File: src/hw/rtl/lcd_panel_timing_generator_defines.svh
// Assertion helpers shared by the RTL. All properties sample on clk and are
// disabled while rst is high.
`ifndef LCD_PANEL_TIMING_GENERATOR_DEFINES_SVH
`define LCD_PANEL_TIMING_GENERATOR_DEFINES_SVH

// cond implies prop in the same cycle
`define LCDTG_ASSERT_NOW(label, cond, prop, msg) \
  label: assert property (@(posedge clk) disable iff (rst) (cond) |-> (prop)) \
    else $error(msg);

// cond implies prop in the next cycle
`define LCDTG_ASSERT_NEXT(label, cond, prop, msg) \
  label: assert property (@(posedge clk) disable iff (rst) (cond) |=> (prop)) \
    else $error(msg);

`endif

File: src/hw/rtl/lcdtg_pkg.sv
`timescale 1ns / 1ps
`default_nettype none

package lcdtg_pkg;

  // default counter widths
  localparam int DEFAULT_LINE_BITS  = 12;
  localparam int DEFAULT_FRAME_BITS = 24;

  // register field widths
  localparam int LREG_W = 12;
  localparam int FREG_W = 24;

  // APB geometry
  localparam int ADDR_W = 5;
  localparam int DATA_W = 32;

  // register indexes
  localparam logic [2:0] REG_LINE_PERIOD  = 3'd0;
  localparam logic [2:0] REG_HSYNC_WIDTH  = 3'd1;
  localparam logic [2:0] REG_FRAME_PERIOD = 3'd2;
  localparam logic [2:0] REG_VSYNC_WIDTH  = 3'd3;
  localparam logic [2:0] REG_H_WINDOW     = 3'd4;
  localparam logic [2:0] REG_V_START      = 3'd5;
  localparam logic [2:0] REG_V_END        = 3'd6;
  localparam logic [2:0] REG_POLARITY     = 3'd7;

  // polarity bits
  localparam int POL_HSYNC = 0;
  localparam int POL_VSYNC = 1;
  localparam int POL_DE    = 2;

  typedef struct packed {
    logic [LREG_W-1:0] line_period;
    logic [LREG_W-1:0] hsync_width;
    logic [FREG_W-1:0] frame_period;
    logic [FREG_W-1:0] vsync_width;
    logic [LREG_W-1:0] h_end;
    logic [LREG_W-1:0] h_start;
    logic [FREG_W-1:0] v_start;
    logic [FREG_W-1:0] v_end;
    logic [2:0]        polarity;
  } lcdtg_cfg_t;

  // per-tick timing flags before polarity
  typedef struct packed {
    logic hsync;
    logic vsync;
    logic de;
    logic frame_start;
    logic line_start;
  } lcdtg_flags_t;

endpackage

`default_nettype wire

File: src/hw/rtl/lcdtg_regs.sv
`timescale 1ns / 1ps
`default_nettype none

module lcdtg_regs (
  input  logic                        clk,
  input  logic                        rst,
  input  logic                        psel,
  input  logic                        penable,
  input  logic                        pwrite,
  input  logic [lcdtg_pkg::ADDR_W-1:0] paddr,
  input  logic [lcdtg_pkg::DATA_W-1:0] pwdata,
  output logic [lcdtg_pkg::DATA_W-1:0] prdata,
  output logic                        pready,
  output lcdtg_pkg::lcdtg_cfg_t       cfg
);
  import lcdtg_pkg::*;

  logic [2:0] reg_idx;
  logic       wr_en;

  assign pready  = 1'b1;
  assign reg_idx = paddr[ADDR_W-1:2];
  assign wr_en   = psel && penable && pwrite && pready;

  // register writes
  always_ff @(posedge clk) begin
    if (rst) begin
      cfg.line_period  <= LREG_W'(1);
      cfg.hsync_width  <= '0;
      cfg.frame_period <= FREG_W'(1);
      cfg.vsync_width  <= '0;
      cfg.h_end        <= '0;
      cfg.h_start      <= '0;
      cfg.v_start      <= '0;
      cfg.v_end        <= '0;
      cfg.polarity     <= '0;
    end else if (wr_en) begin
      unique case (reg_idx)
        REG_LINE_PERIOD:  cfg.line_period  <= pwdata[LREG_W-1:0];
        REG_HSYNC_WIDTH:  cfg.hsync_width  <= pwdata[LREG_W-1:0];
        REG_FRAME_PERIOD: cfg.frame_period <= pwdata[FREG_W-1:0];
        REG_VSYNC_WIDTH:  cfg.vsync_width  <= pwdata[FREG_W-1:0];
        REG_H_WINDOW: begin
          cfg.h_start <= pwdata[LREG_W-1:0];
          cfg.h_end   <= pwdata[16+LREG_W-1:16];
        end
        REG_V_START:      cfg.v_start      <= pwdata[FREG_W-1:0];
        REG_V_END:        cfg.v_end        <= pwdata[FREG_W-1:0];
        REG_POLARITY:     cfg.polarity     <= pwdata[2:0];
        default: ;
      endcase
    end
  end

  // read mux
  always_comb begin
    unique case (reg_idx)
      REG_LINE_PERIOD:  prdata = DATA_W'(cfg.line_period);
      REG_HSYNC_WIDTH:  prdata = DATA_W'(cfg.hsync_width);
      REG_FRAME_PERIOD: prdata = DATA_W'(cfg.frame_period);
      REG_VSYNC_WIDTH:  prdata = DATA_W'(cfg.vsync_width);
      REG_H_WINDOW:     prdata = {4'b0, cfg.h_end, 4'b0, cfg.h_start};
      REG_V_START:      prdata = DATA_W'(cfg.v_start);
      REG_V_END:        prdata = DATA_W'(cfg.v_end);
      REG_POLARITY:     prdata = DATA_W'(cfg.polarity);
      default:          prdata = '0;
    endcase
  end

endmodule

`default_nettype wire

File: src/hw/rtl/lcdtg_timing.sv
`timescale 1ns / 1ps
`default_nettype none

module lcdtg_timing #(
  parameter int LINE_BITS  = lcdtg_pkg::DEFAULT_LINE_BITS,
  parameter int FRAME_BITS = lcdtg_pkg::DEFAULT_FRAME_BITS
) (
  input  logic                    clk,
  input  logic                    rst,
  input  lcdtg_pkg::lcdtg_cfg_t   cfg,
  input  logic                    run,
  input  logic                    advance,
  output lcdtg_pkg::lcdtg_flags_t flags
);
  import lcdtg_pkg::*;

  // compare widths: wide enough for count, register and count + 1
  localparam int LC_W = ((LINE_BITS > LREG_W) ? LINE_BITS : LREG_W) + 1;
  localparam int FC_W = ((FRAME_BITS > FREG_W) ? FRAME_BITS : FREG_W) + 1;

  logic [LINE_BITS-1:0]  line_count;
  logic [LINE_BITS-1:0]  line_count_next;
  logic [FRAME_BITS-1:0] frame_count;
  logic [FRAME_BITS-1:0] frame_count_next;

  logic [LC_W-1:0] lc_x, lc_inc;
  logic [FC_W-1:0] fc_x, fc_inc;
  logic            h_in, v_in;

  assign lc_x   = LC_W'(line_count);
  assign fc_x   = FC_W'(frame_count);
  assign lc_inc = lc_x + LC_W'(1);
  assign fc_inc = fc_x + FC_W'(1);

  // window tests on the current counts
  assign h_in = (lc_x >= LC_W'(cfg.h_start)) && (lc_x <= LC_W'(cfg.h_end));
  assign v_in = (fc_x >= FC_W'(cfg.v_start)) && (fc_x <= FC_W'(cfg.v_end));

  always_comb begin
    flags.hsync       = run && (lc_x < LC_W'(cfg.hsync_width));
    flags.vsync       = run && (fc_x < FC_W'(cfg.vsync_width));
    flags.de          = run && h_in && v_in;
    flags.frame_start = run && (frame_count == '0);
    flags.line_start  = run && (line_count == '0);
  end

  // wrap once count + 1 reaches the period; a zero period keeps the count at 0
  always_comb begin
    if (!run || (lc_inc >= LC_W'(cfg.line_period))) begin
      line_count_next = '0;
    end else begin
      line_count_next = lc_inc[LINE_BITS-1:0];
    end
    if (!run || (fc_inc >= FC_W'(cfg.frame_period))) begin
      frame_count_next = '0;
    end else begin
      frame_count_next = fc_inc[FRAME_BITS-1:0];
    end
  end

  always_ff @(posedge clk) begin
    if (rst) begin
      line_count  <= '0;
      frame_count <= '0;
    end else if (advance) begin
      line_count  <= line_count_next;
      frame_count <= frame_count_next;
    end
  end

endmodule

`default_nettype wire

File: src/hw/rtl/lcd_panel_timing_generator.sv
`timescale 1ns / 1ps
`default_nettype none
// Parallel RGB panel timing generator.
// Input channel (in_valid / in_stall / run): one beat per pixel-clock tick.
// run = 1 advances the line and frame counters; run = 0 clears both and the
// tick's pins show their inactive (polarity) levels.
// Output channel (out_valid / out_stall): one result beat per input beat,
// in order, carrying hsync, vsync and data-enable pin levels after polarity
// plus the frame_start / line_start markers.
// A beat enters the input register on acceptance and its result moves into the
// output register once that register is empty or its result has been taken.
// Throughput: one beat per cycle while out_stall is low, set by the single counter-update stage.
// When the receiver stalls, the result holds; the input register still takes
// one more beat, after which in_stall rises until the output drains.
// Reset (rst, synchronous): counters clear to 0, both periods reset to 1 and
// the other config registers to 0; both pipeline stages empty.
// Configuration: APB registers at byte address 4*index, pready always high;
// write only while no beat is in flight.
module lcd_panel_timing_generator #(
  parameter int LINE_BITS  = lcdtg_pkg::DEFAULT_LINE_BITS,
  parameter int FRAME_BITS = lcdtg_pkg::DEFAULT_FRAME_BITS
) (
  input  logic                         clk,
  input  logic                         rst,
  // config port
  input  logic                         psel,
  input  logic                         penable,
  input  logic                         pwrite,
  input  logic [lcdtg_pkg::ADDR_W-1:0] paddr,
  input  logic [lcdtg_pkg::DATA_W-1:0] pwdata,
  output logic [lcdtg_pkg::DATA_W-1:0] prdata,
  output logic                         pready,
  // tick input
  input  logic                         in_valid,
  output logic                         in_stall,
  input  logic                         run,
  // result output
  output logic                         out_valid,
  input  logic                         out_stall,
  output logic                         hsync_level,
  output logic                         vsync_level,
  output logic                         data_enable_level,
  output logic                         frame_start,
  output logic                         line_start
);
  import lcdtg_pkg::*;

  lcdtg_cfg_t   cfg;
  lcdtg_flags_t flags;

  logic s1_valid;
  logic s1_run;
  logic out_load;
  logic in_load;

  lcdtg_regs u_regs (
    .clk     (clk),
    .rst     (rst),
    .psel    (psel),
    .penable (penable),
    .pwrite  (pwrite),
    .paddr   (paddr),
    .pwdata  (pwdata),
    .prdata  (prdata),
    .pready  (pready),
    .cfg     (cfg)
  );

  // handshake: output register frees when empty or taken
  assign out_load = s1_valid && (!out_valid || !out_stall);
  assign in_stall = s1_valid && !out_load;
  assign in_load  = in_valid && !in_stall;

  lcdtg_timing #(
    .LINE_BITS  (LINE_BITS),
    .FRAME_BITS (FRAME_BITS)
  ) u_timing (
    .clk     (clk),
    .rst     (rst),
    .cfg     (cfg),
    .run     (s1_run),
    .advance (out_load),
    .flags   (flags)
  );

  // input register
  always_ff @(posedge clk) begin
    if (rst) begin
      s1_valid <= 1'b0;
    end else if (in_load) begin
      s1_valid <= 1'b1;
    end else if (out_load) begin
      s1_valid <= 1'b0;
    end
  end

  always_ff @(posedge clk) begin
    if (in_load) begin
      s1_run <= run;
    end
  end

  // result register
  always_ff @(posedge clk) begin
    if (rst) begin
      out_valid <= 1'b0;
    end else if (out_load) begin
      out_valid <= 1'b1;
    end else if (!out_stall) begin
      out_valid <= 1'b0;
    end
  end

  always_ff @(posedge clk) begin
    if (out_load) begin
      hsync_level       <= flags.hsync ^ cfg.polarity[POL_HSYNC];
      vsync_level       <= flags.vsync ^ cfg.polarity[POL_VSYNC];
      data_enable_level <= flags.de ^ cfg.polarity[POL_DE];
      frame_start       <= flags.frame_start;
      line_start        <= flags.line_start;
    end
  end

  // checks
`include "lcd_panel_timing_generator_defines.svh"

  `LCDTG_ASSERT_NOW(a_stall_needs_beat, in_stall, s1_valid, "input stalled with empty stage")
  `LCDTG_ASSERT_NEXT(a_result_follows, out_load, out_valid, "computed beat did not show")
  `LCDTG_ASSERT_NEXT(a_idle_clears, out_load && !s1_run,
    !s1_valid || !s1_run || (flags.frame_start && flags.line_start),
    "counters not cleared after idle tick")

endmodule

`default_nettype wire
File: config.mk
export PLATFORM = sky130hd
export DESIGN_NAME = lcd_panel_timing_generator
export DESIGN_NICKNAME = d
export VERILOG_FILES = /design/src/hw/rtl/lcdtg_pkg.sv /design/src/hw/rtl/lcdtg_regs.sv /design/src/hw/rtl/lcdtg_timing.sv /design/src/hw/rtl/lcd_panel_timing_generator.sv
export VERILOG_INCLUDE_DIRS = /design/src /design/src/hw/rtl
export SDC_FILE = /design/constraint.sdc
export NUM_CORES = 1
export LEC_CHECK = 0
export BUFFER_PORTS_ARGS = -buffer_cell sky130_fd_sc_hd__buf_2
export CAP_MARGIN = 20
export CORE_ASPECT_RATIO = 0.8
export CORE_UTILIZATION = 31
export CTS_CLUSTER_DIAMETER = 120
export CTS_CLUSTER_SIZE = 20
export DETAILED_ROUTE_END_ITERATION = 8
export GPL_TIMING_DRIVEN = 0
export HOLD_SLACK_MARGIN = 0.1
export PLACE_DENSITY_LB_ADDON = 0.2
export SYNTH_ARGS = -nofsm -noshare
export SYNTH_HDL_FRONTEND = slang
export SYNTH_SLANG_ARGS = --single-unit
File: constraint.sdc
create_clock -name clk -period 3.6 [get_ports clk]
set_input_delay 0.72 -clock clk [delete_from_list [all_inputs] [get_ports clk]]
set_output_delay 0.72 -clock clk [all_outputs]
set_load 0.02 [all_outputs]
==> flow_summary.toml, run 1 <==
[setup_path]
arrival_ns = 2.83
r2r_cells = 15
rr_startpoint = "u_timing.frame_count[11]"
startpoint_type = "input port"
criticalPathCategory = "input port to primary output"
reg2reg_slack_ns = 0.14
cp_max_fo = 10
endpoint_kind = "primary output"
regToRegEndpoint = "u_timing.frame_count[1]"
cp.required_ns = 2.88
startpoint = "paddr[2]"

[clocking]
cts_root_buf = "clkbuf_16"
cts_tree = "built"
cts_max_path_buffers = 2
cts_max_level = 4
clkSlewWorstSetupHoldPaths_ns = 0.08
cts.sinks = 191
cts_buffers = 17
clock_latency_ns = 0.47

[status]
status = "completed"

[sta]
timing.hold.ws_ns = 0.431
layout_min_cycle_time_ns = 3.55
finClkSkew_ns = 0.0194
slew-limit-headroom_pct = 22.8
slew_viol_final = 0
finalSetupViolations = 0
period_share_pct = 98.5
hold_viol = 0
worst_pin_slew_ns = 1.15
max_freq_mhz = 282

[die]
start_util_pct = 31.8
ios = 85
die_w_um = 225
fp.dieArea_um2 = 40500
core_area_um2 = 38700
dieHeight_um = 180
fp-row-count = 64

[drt]
avgViaCountPerCell = 5.38
wl_per_cell_um = 21.6
drc = 0
dr_total_vias = 12178
firstDrtPassIters = 6
drtIter0Drc = 1252
routed_wirelength_um = 48900
ant_nets = 0

[logic_synthesis]
synth_edf_count = 6
yosysTopAreaCell = "dfxtp_1"
netlist_area_um2 = 12300
synth_area_leaders = "dfxtp_1 30%, ha_1 15%, nand2_1 11%"
post-synth-top-area-fraction_pct = 30.1
synthArstFlopShare_pct = 0
syn-instance-count = 1614
syn_area_per_cell_um2 = 7.62
synth.ff_latch_count = 191
seq_area_frac_synth_pct = 31.6
yosysUniqueCellTypes = 73
synthFlopType = "dfxtp_1"
yosys_warnings = 0

[power_and_ir_drop]
p_per_area_nw_per_um2 = 325
peakVddDrop_mv = 0.282
p_int_w = 0.00337
power_frac_seq_pct = 46.4
leakage_nw = 5.50
combinationalPowerShare_pct = 10.0
clock_power_share_pct = 43.6
power.share.switching_pct = 27.3
switching_power_w = 0.00127

[cells_and_area]
instances_no_fill = 2262
fin_util_pct = 36.8
syn2layout_area_growth_pct = 15.9
drive_above_1_share_pct = 11.8
nets = 1911

[placed_design]
place_inst = 2214
dpl.hpwl_um = 38500
port_buffers = 68
place.gp.congestion = 0.926

[min_path]
min_from = "run"
hold-path-cell-count = 1
hp-class = "input port to flop"
hold_end = "s1_run"

[global_routing]
grt_use_total_pct = 24.1
grt_first_pass_wirelength_um = 71700
grt_max_degree = 17
grt-ovfl-total = 0
first_global_vias = 11001
antenna_found_initial = 0

[job]
max_cap_violations = 0
## power groups by stage
stage,combinational (W),sequential (W),clock [W]
after CTS,0.000437,0.00215,0.00203
after detailed placement,0.000435,0.00220,0
after global routing,0.000488,0.00215,0.00211
final,0.000463,0.00215,0.00202
after global placement,0.000432,0.00220,0
after floorplan,0.000230,0.00220,0
## Yosys cell counts, types with 10 or more instances
cell type and instances:
nand2_1 362, a21oi_1 196, dfxtp_1 185, inv_1 150, ha_1 146, clkbuf_1 70
nor2_1 53, nand4_1 35, nand3_1 34, o21ai_0 32, mux2i_1 28, a21o_1 25
xnor2_1 22, nor3_1 17, a22oi_1 16, buf_2 16, o211ai_1 16, nor4_1 15
and3_1 14, nor2b_1 13, o21a_1 11, a211oi_1 10, xor2_1 10
## layer usage
layer | track usage [%] | routed length [µm] | up-vias | share of wire (%)
met4 | 6.48 | 948 | 0 | 1.9
li1 | - | - | 5796 | -
met1 | 36.2 | 23300 | 5788 | 48
met5 | 0 | 0 | - | 0
met3 | 5.20 | 4570 | 57 | 9.4
met2 | 34.1 | 20000 | 537 | 41
## placed cells by master, fill, tap and decap left out, types with 15 or more instances in the layout
cell | Yosys | layout
clkbuf_1 | 70 | 68
nand3_1 | 34 | 29
o21ai_0 | 32 | 32
a22oi_1 | 16 | 16
nand2_1 | 362 | 361
xnor2_1 | 22 | 15
buf_4 | 5 | 23
o211ai_1 | 16 | 16
clkbuf_16 | 0 | 17
nand4_1 | 35 | 35
mux2i_1 | 28 | 28
nor3_1 | 17 | 17
nor2_1 | 53 | 49
dfxtp_1 | 185 | 171
a21oi_1 | 196 | 194
nor4_1 | 15 | 15
buf_2 | 16 | 79
ha_1 | 146 | 145
inv_1 | 150 | 150
a21o_1 | 25 | 25
## worst max-delay path, stage by stage
cell and delay, ns:
buf_2 0.18, buf_2 0.34, buf_2 0.39, clkbuf_1 0.63
a21oi_1 0.29, buf_2 0.24
## timing repair
item | 4_1_cts | 5_1_grt
pin swaps | 2 | 4
hold buffers | 0 | 0
setup buffers | 4 | 12
gates resized for setup | 19 | 52
gates cloned | 0 | 0
setup endpoints to repair | 35 | 52
## worst max-delay path by stage
stage,to,slack (ns),cells past startpoint
finish,prdata[23],0.05,6
floorplan,u_timing.frame_count[12],0.45,14
global placement,u_timing.frame_count[17],-0.27,13
CTS,prdata[22],0.005,8
global route,u_timing.frame_count[3],-0.04,14
detailed placement,u_timing.frame_count[22],-0.30,13
## cells by family after synthesis
group	count (synthesis)	share of synthesized area, %
muxes	30	2.46
buffers and inverters	246	7.90
and+or+nand+nor	574	20.7
xor gates and xnor gates	32	2.28
adders and majority gates	146	14.9
other	2	0.0611
DFF	191	31.6
AOI/OAI and AO/OA	393	20.2
## flip-flops by register name (all words and copies together), names as in the netlist
name                  cells
data_enable_level         1
line_start                1
vsync_level               1
hsync_level               1
frame_start               1
s1_valid                  1
s1_run                    1
out_valid                 1
u_timing.line_count      12
u_regs.cfg              147
u_timing.frame_count     24
## area by class of cell
class	count	area (µm²)
fill	4116	24400
multi-input combinational	1180	7610
sequential	191	3920
tap	528	661
inverter	151	567
clock buffer	24	492
timing repair buffer	85	468
buffer	94	423
clock inverter	8	104
antenna	1	2.50
## stage by stage
stage / instance area [µm²] / setup WS, ns / power (W) / TNS [ns]
6_report: 14200 / 0.0522 / 0.00463 / 0
5_1_grt: 14200 / -0.0361 / 0.00475 / -0.161
4_1_cts: 14000 / 0.00491 / 0.00463 / 0
3_5_place_dp: 13300 / -0.301 / 0.00264 / -7.01
3_3_place_gp: 13300 / -0.273 / 0.00264 / -5.68
2_1_floorplan: 12300 / 0.454 / 0.00243 / 0
Power figures use the tool's default switching activity.
==> inputs of run 2 (changes only) <==
--- a/config.mk
+++ b/config.mk
@@ -16,6 +16,8 @@
 export GPL_TIMING_DRIVEN = 0
 export HOLD_SLACK_MARGIN = 0.1
 export PLACE_DENSITY_LB_ADDON = 0.2
+export SETUP_SLACK_MARGIN = 0.3
+export SLEW_MARGIN = 20
 export SYNTH_ARGS = -nofsm -noshare
 export SYNTH_HDL_FRONTEND = slang
 export SYNTH_SLANG_ARGS = --single-unit
==> run 2 against run 1 <==
Worst hold slack better by 0.0071 ns. Critical path type is now flop to flop. Largest cell class unchanged. Die area stayed put. Sequential cell count did not move. Maximum frequency rose by 3.9%. Critical path depth is 10 higher. Clock skew fell by 0.0066 ns. Sequential share of layout area shrank 0.19 points. Cell count is 0.35% higher. Sequential power about the same.
==> flow_summary.toml, run 2 (same netlist as run 1, synthesis figures left out) <==
[cells_and_area]
drive_above_1_share_pct = 13.8
seq_area_um2 = 3940
layout_common_cells = "361 x nand2_1, 194 x a21oi_1, 166 x dfxtp_1"
largest_register_ffs = 147
reg_top3 = "u_regs.cfg x147, u_timing.frame_count x24, u_timing.line_count x12"
final_common_cell = "nand2_1"
fillers = 4110
top_register = "u_regs.cfg"
nets = 1919
multi_input_area_um2 = 7670
syn2layout_area_growth_pct = 17.3

[setup_path]
startpoint = "u_timing.frame_count[8]"
rr_startpoint = "u_timing.frame_count[8]"
r2r_cells = 16
crit_path_top_delay_cell = "a211o_4"
endpoint_kind = "flop"
cp.required_ns = 4.00
path_cells = "buf_6 > nand4_1 > buf_6 > nor4_4 > buf_4 > nand4_1 > xnor2_2 > ha_1 > nand4_1 > nor2_4 > nand3_2 > o211ai_1 > a211o_4 > or2_4 > buf_6 > o21ai_1"
critPathMaxStageDelay_ns = 0.41
cp.buffers_inverters = 4
reg2reg_slack_ns = 0.18
regToRegEndpoint = "u_timing.frame_count[4]"
cp_max_fo = 8
cp_top_family = "simple AND/OR/NAND/NOR gates"
startpoint_type = "flop"
criticalPathCategory = "flop to flop"
arrival_ns = 3.81

[sta]
postLayoutSetupSlackWorst_ns = 0.185
period_share_pct = 94.9
layout_min_cycle_time_ns = 3.42
hold_viol = 0
finClkSkew_ns = 0.0128
slew-limit-headroom_pct = 23.8
worst_pin_slew_ns = 1.14
max_freq_mhz = 293
rsz0062_at_grt = "yes"
finalSetupViolations = 0
slew_viol_final = 0

[global_routing]
grt_use_total_pct = 24.3
grt_max_degree = 17
first_global_vias = 11293
grt-ovfl-total = 0
grt_first_pass_wirelength_um = 72300
antenna_found_initial = 0

[die]
die_w_um = 225
dieHeight_um = 180
core_area_um2 = 38700
ios = 85
fp.dieArea_um2 = 40500
start_util_pct = 31.8
fp-row-count = 64

[placed_design]
port_buffers = 68
dp_worst_setup_slack_ns = -0.285
dpl.hpwl_um = 38500
place.gp.congestion = 0.926

[min_path]
min_from = "run"
hp-class = "input port to flop"
hold-path-cell-count = 1
hold_end = "s1_run"

[clocking]
cts_root_buf = "clkbuf_16"
cts_tree = "built"
clock_latency_ns = 0.47
cts.sinks = 191
clkSlewWorstSetupHoldPaths_ns = 0.08
cts_max_level = 4
cts_max_path_buffers = 2
cts_buffers = 17

[drt]
firstDrtPassIters = 5
wl_per_cell_um = 21.6
routed_wirelength_um = 49100
dr_total_vias = 12188
drtIter0Drc = 1322
avgViaCountPerCell = 5.37
ant_nets = 0
drc = 0

[power_and_ir_drop]
leakage_nw = 5.58
peakVddDrop_mv = 0.370
p_per_area_nw_per_um2 = 321
design_power_total_w = 0.00462

[status]
status = "completed"

[job]
max_cap_violations = 0
==> run 2: through the flow <==
stage | instance area, µm² | cells | util, % | hold slack [ns] | setup TNS (ns)
6_report | 14400 | 2270 | 37.3 | 0.438 | 0
5_1_grt | 14400 | 2269 | 37.3 | 0.430 | 0
4_1_cts | 14300 | 2264 | 36.9 | 0.422 | 0
3_5_place_dp | 13300 | 2213 | 34.4 | 0.447 | -6.39
3_3_place_gp | 13300 | 2213 | 34.4 | 0.442 | -5.68
2_1_floorplan | 12300 | 1617 | - | 0.436 | 0
==> run 2: metal layers <==
layer  GRT usage [%]  wire length (µm)
met1            36.5             24000
met4            8.08              1290
met3            4.89              4010
met2            33.9             19800
met5               0                 0
==> run 2: worst reg2reg max path, delay by kind of cell, from the launching register on <==
family,cells,cell delay [ns]
fa+ha+maj,1,0.33
compound gates,3,0.66
simple gates,7,1.21
xor+xnor,1,0.20
buf+inv,4,0.60
flops,1,0.34
==> run 2: cell type report <==
type / count / area share (%)
Multi-Input combinational cell: 1180 / 53.2
Tap cell: 528 / 4.58
Timing Repair Buffer: 92 / 3.66
Buffer: 95 / 3.19
Clock inverter: 8 / 0.720
Clock buffer: 24 / 3.41
Antenna cell: 1 / 0.0174
Inverter: 151 / 3.93
Sequential cell: 191 / 27.3
==> run 2: how the worst max path moves through the flow <==
stage / end / cells past startpoint / slack (ns)
6_report: u_timing.frame_count[4] / 16 / 0.18
5_1_grt: u_timing.frame_count[6] / 16 / 0.02
4_1_cts: u_timing.frame_count[12] / 15 / 0.29
3_5_place_dp: u_timing.frame_count[17] / 13 / -0.29
3_3_place_gp: u_timing.frame_count[17] / 13 / -0.27
2_1_floorplan: u_timing.frame_count[12] / 14 / 0.45
==> run 2: power by group <==
part           switching (W)  internal [W]  leakage [nW]
logic               0.000339      0.000127          3.73
clock network       0.000908       0.00110         0.287
registers          0.0000145       0.00213          1.56
total                0.00126       0.00336          5.58
==> run 2: timing repair <==
| action | CTS | global route |
|---|---|---|
| pin swaps | 10 | 19 |
| gates resized for setup | 77 | 38 |
| endpoints found under the setup margin | 60 | 54 |
| buffers inserted | 18 | 5 |
| gates cloned | 1 | 0 |
| hold buffers | 0 | 0 |
==> inputs of run 3 (changes only) <==
--- a/config.mk
+++ b/config.mk
@@ -6,6 +6,7 @@
 export SDC_FILE = /design/constraint.sdc
 export NUM_CORES = 1
 export LEC_CHECK = 0
+export ABC_AREA = 1
 export BUFFER_PORTS_ARGS = -buffer_cell sky130_fd_sc_hd__buf_2
 export CAP_MARGIN = 20
 export CORE_ASPECT_RATIO = 0.8
==> run 3 against run 2 <==
Synthesized area up 2.3%. Synthesized cell count grew 7.6%. Sequential cell count unchanged. Power grew 3.4%. Critical endpoint is now prdata[16]. Largest power group unchanged.
==> flow_summary.toml, run 3 <==
[status]
status = "completed"

[setup_path]
startpoint = "paddr[3]"
endpoint_kind = "primary output"
startpoint_type = "input port"
arrival_ns = 2.59
rr_startpoint = "u_timing.frame_count[0]"
cp.required_ns = 2.88
cp_max_fo = 10
criticalPathCategory = "input port to primary output"

[die]
dieHeight_um = 182
fp-row-count = 65
start_util_pct = 31.7
fp.dieArea_um2 = 41400
core_area_um2 = 39700
die_w_um = 227
ios = 85

[sta]
finClkSkew_ns = 0.0126
finalSetupViolations = 0
max_freq_mhz = 302
tns_ns = 0
period_share_pct = 92.0
slew_viol_final = 0
timing.hold.ws_ns = 0.428
rsz0062_at_grt = "yes"
layout_min_cycle_time_ns = 3.31
hold_viol = 0
worst_pin_slew_ns = 0.810
slew-limit-headroom_pct = 46.0

[clocking]
clock_latency_ns = 0.47
cts_max_path_buffers = 2
holdBufCountCts = 0
cts_buffers = 17
cts_tree = "built"
cts.sinks = 191
clkSlewWorstSetupHoldPaths_ns = 0.07
cts_max_level = 4
cts_root_buf = "clkbuf_16"

[logic_synthesis]
synthFlopType = "dfxtp_1"
netlist_area_um2 = 12600
yosys_warnings = 0
yosysTopAreaCell = "dfxtp_1"
synth_area_leaders = "dfxtp_1 29%, ha_1 15%, a21oi_1 9.8%"
post-synth-top-area-fraction_pct = 29.5
synth_edf_count = 6
syn_area_per_cell_um2 = 7.24
yosysUniqueCellTypes = 50
synth.ff_latch_count = 191
synth.most_common_cell = "nand2_1"
synth_common_cells = "256 x nand2_1, 250 x inv_1, 245 x a21oi_1, 185 x dfxtp_1, 156 x o21ai_0"
synthArstFlopShare_pct = 0
syn-instance-count = 1736
seq_area_frac_synth_pct = 30.9

[global_routing]
grt_util_met2_pct = 34.3
met3_usage_pct = 5.35
first_global_vias = 11165
grt_first_pass_wirelength_um = 69700
antenna_found_initial = 0
grt_max_degree = 19
grt_use_total_pct = 23.2
globalRouteMet1Util_pct = 33.4
grt-ovfl-total = 0
busiest_layer = "met2"

[cells_and_area]
top_register = "u_regs.cfg"
final_common_cell = "nand2_1"
drive_above_1_share_pct = 13.4
largest_register_ffs = 147
antennaDiodeCount = 0
fin_area_um2 = 14400
reg_top3 = "u_regs.cfg x147, u_timing.frame_count x24, u_timing.line_count x12"
syn2layout_area_growth_pct = 14.5
layout_common_cells = "255 x nand2_1, 250 x inv_1, 245 x a21oi_1"
nets = 2027
instances_no_fill = 2384

[drt]
drc = 0
wl_per_cell_um = 20.0
dr_total_vias = 12354
avgViaCountPerCell = 5.18
drtIter0Drc = 1049
routed_wirelength_um = 47800
ant_nets = 0
firstDrtPassIters = 5

[power_and_ir_drop]
design_power_total_w = 0.00478
p_per_area_nw_per_um2 = 332
peakVddDrop_mv = 0.231
leakage_nw = 6.03

[min_path]
hp-class = "input port to flop"
min_from = "run"

[placed_design]
place_area_um2 = 13600
place_inst = 2348
place.gp.congestion = 0.910
dpl.hpwl_um = 37000
port_buffers = 72

[job]
max_cap_violations = 0
## run 3: cell types whose count changed after synthesis, sizes merged, moves of 69 or more
cell and delta:
a21oi +69, inv +108, nand2 -100, nor2 +90, o21ai +121
## run 3: worst paths after layout
| kind | endpoint | slack, ns | depth (start not counted) |
|---|---|---|---|
| max reg2reg | u_timing.frame_count[16] | 0.49 | 19 |
| max | prdata[16] | 0.29 | 8 |
| min | s1_run | 0.43 | 1 |
| min reg2reg | u_regs.cfg[84] | 0.48 | 2 |
## run 3: cells by family (layout without fill, tap and decap cells)
logic type / Yosys count / in the layout / share of synthesized area [%]
compound gates: 510 / 510 / 22.5
xor+xnor: 15 / 15 / 1.04
fa+ha+maj: 146 / 146 / 14.5
buf+inv: 338 / 447 / 11.7
flops: 191 / 191 / 30.9
other cells: 2 / 5 / 0.0597
simple gates: 534 / 534 / 19.3
## run 3: metrics by stage
step / setup slack [ns] / util, %
after detailed placement: -0.480 / 34.3
after global routing: 0.260 / 36.3
final: 0.290 / 36.3
after global placement: -0.434 / 34.3
after CTS: 0.301 / 36.0
after floorplan: 0.676 / -
## run 3: worst max-delay path, stage by stage
cell and delay (ns):
buf_2 0.15, inv_2 0.09, nand3_1 0.14, buf_2 0.30, inv_1 0.20, a221oi_2 0.51, o221ai_1 0.26, buf_2 0.22
## run 3: where the power goes
part / internal, W / switching (W) / leakage [nW]
Sequential: 0.00214 / 0.0000111 / 1.56
Combinational: 0.000166 / 0.000399 / 4.17
Clock: 0.00105 / 0.00101 / 0.297
## run 3: what timing repair did
item,4_1_cts,5_1_grt
endpoints found under the hold margin,0,0
setup endpoints to repair,38,33
pin swaps,1,3
resized for setup,17,35
setup buffers,2,3
## run 3: area by class of cell
cell class                      instances  area [µm²]
Multi-Input combinational cell       1210        7310
Timing Repair Buffer                   78         409
Tap cell                              536         671
Fill cell                            4263       25300
Buffer                                 77         502
Inverter                              261         980
Sequential cell                       191        3930
Clock inverter                         14         180
Clock buffer                           17         425
## run 3: routing by layer
layer	vias to the layer above	part of all wire, %
met3	47	8.5
met1	5801	48
met4	0	1.7
li1	6037	-
met2	469	42
met5	-	0
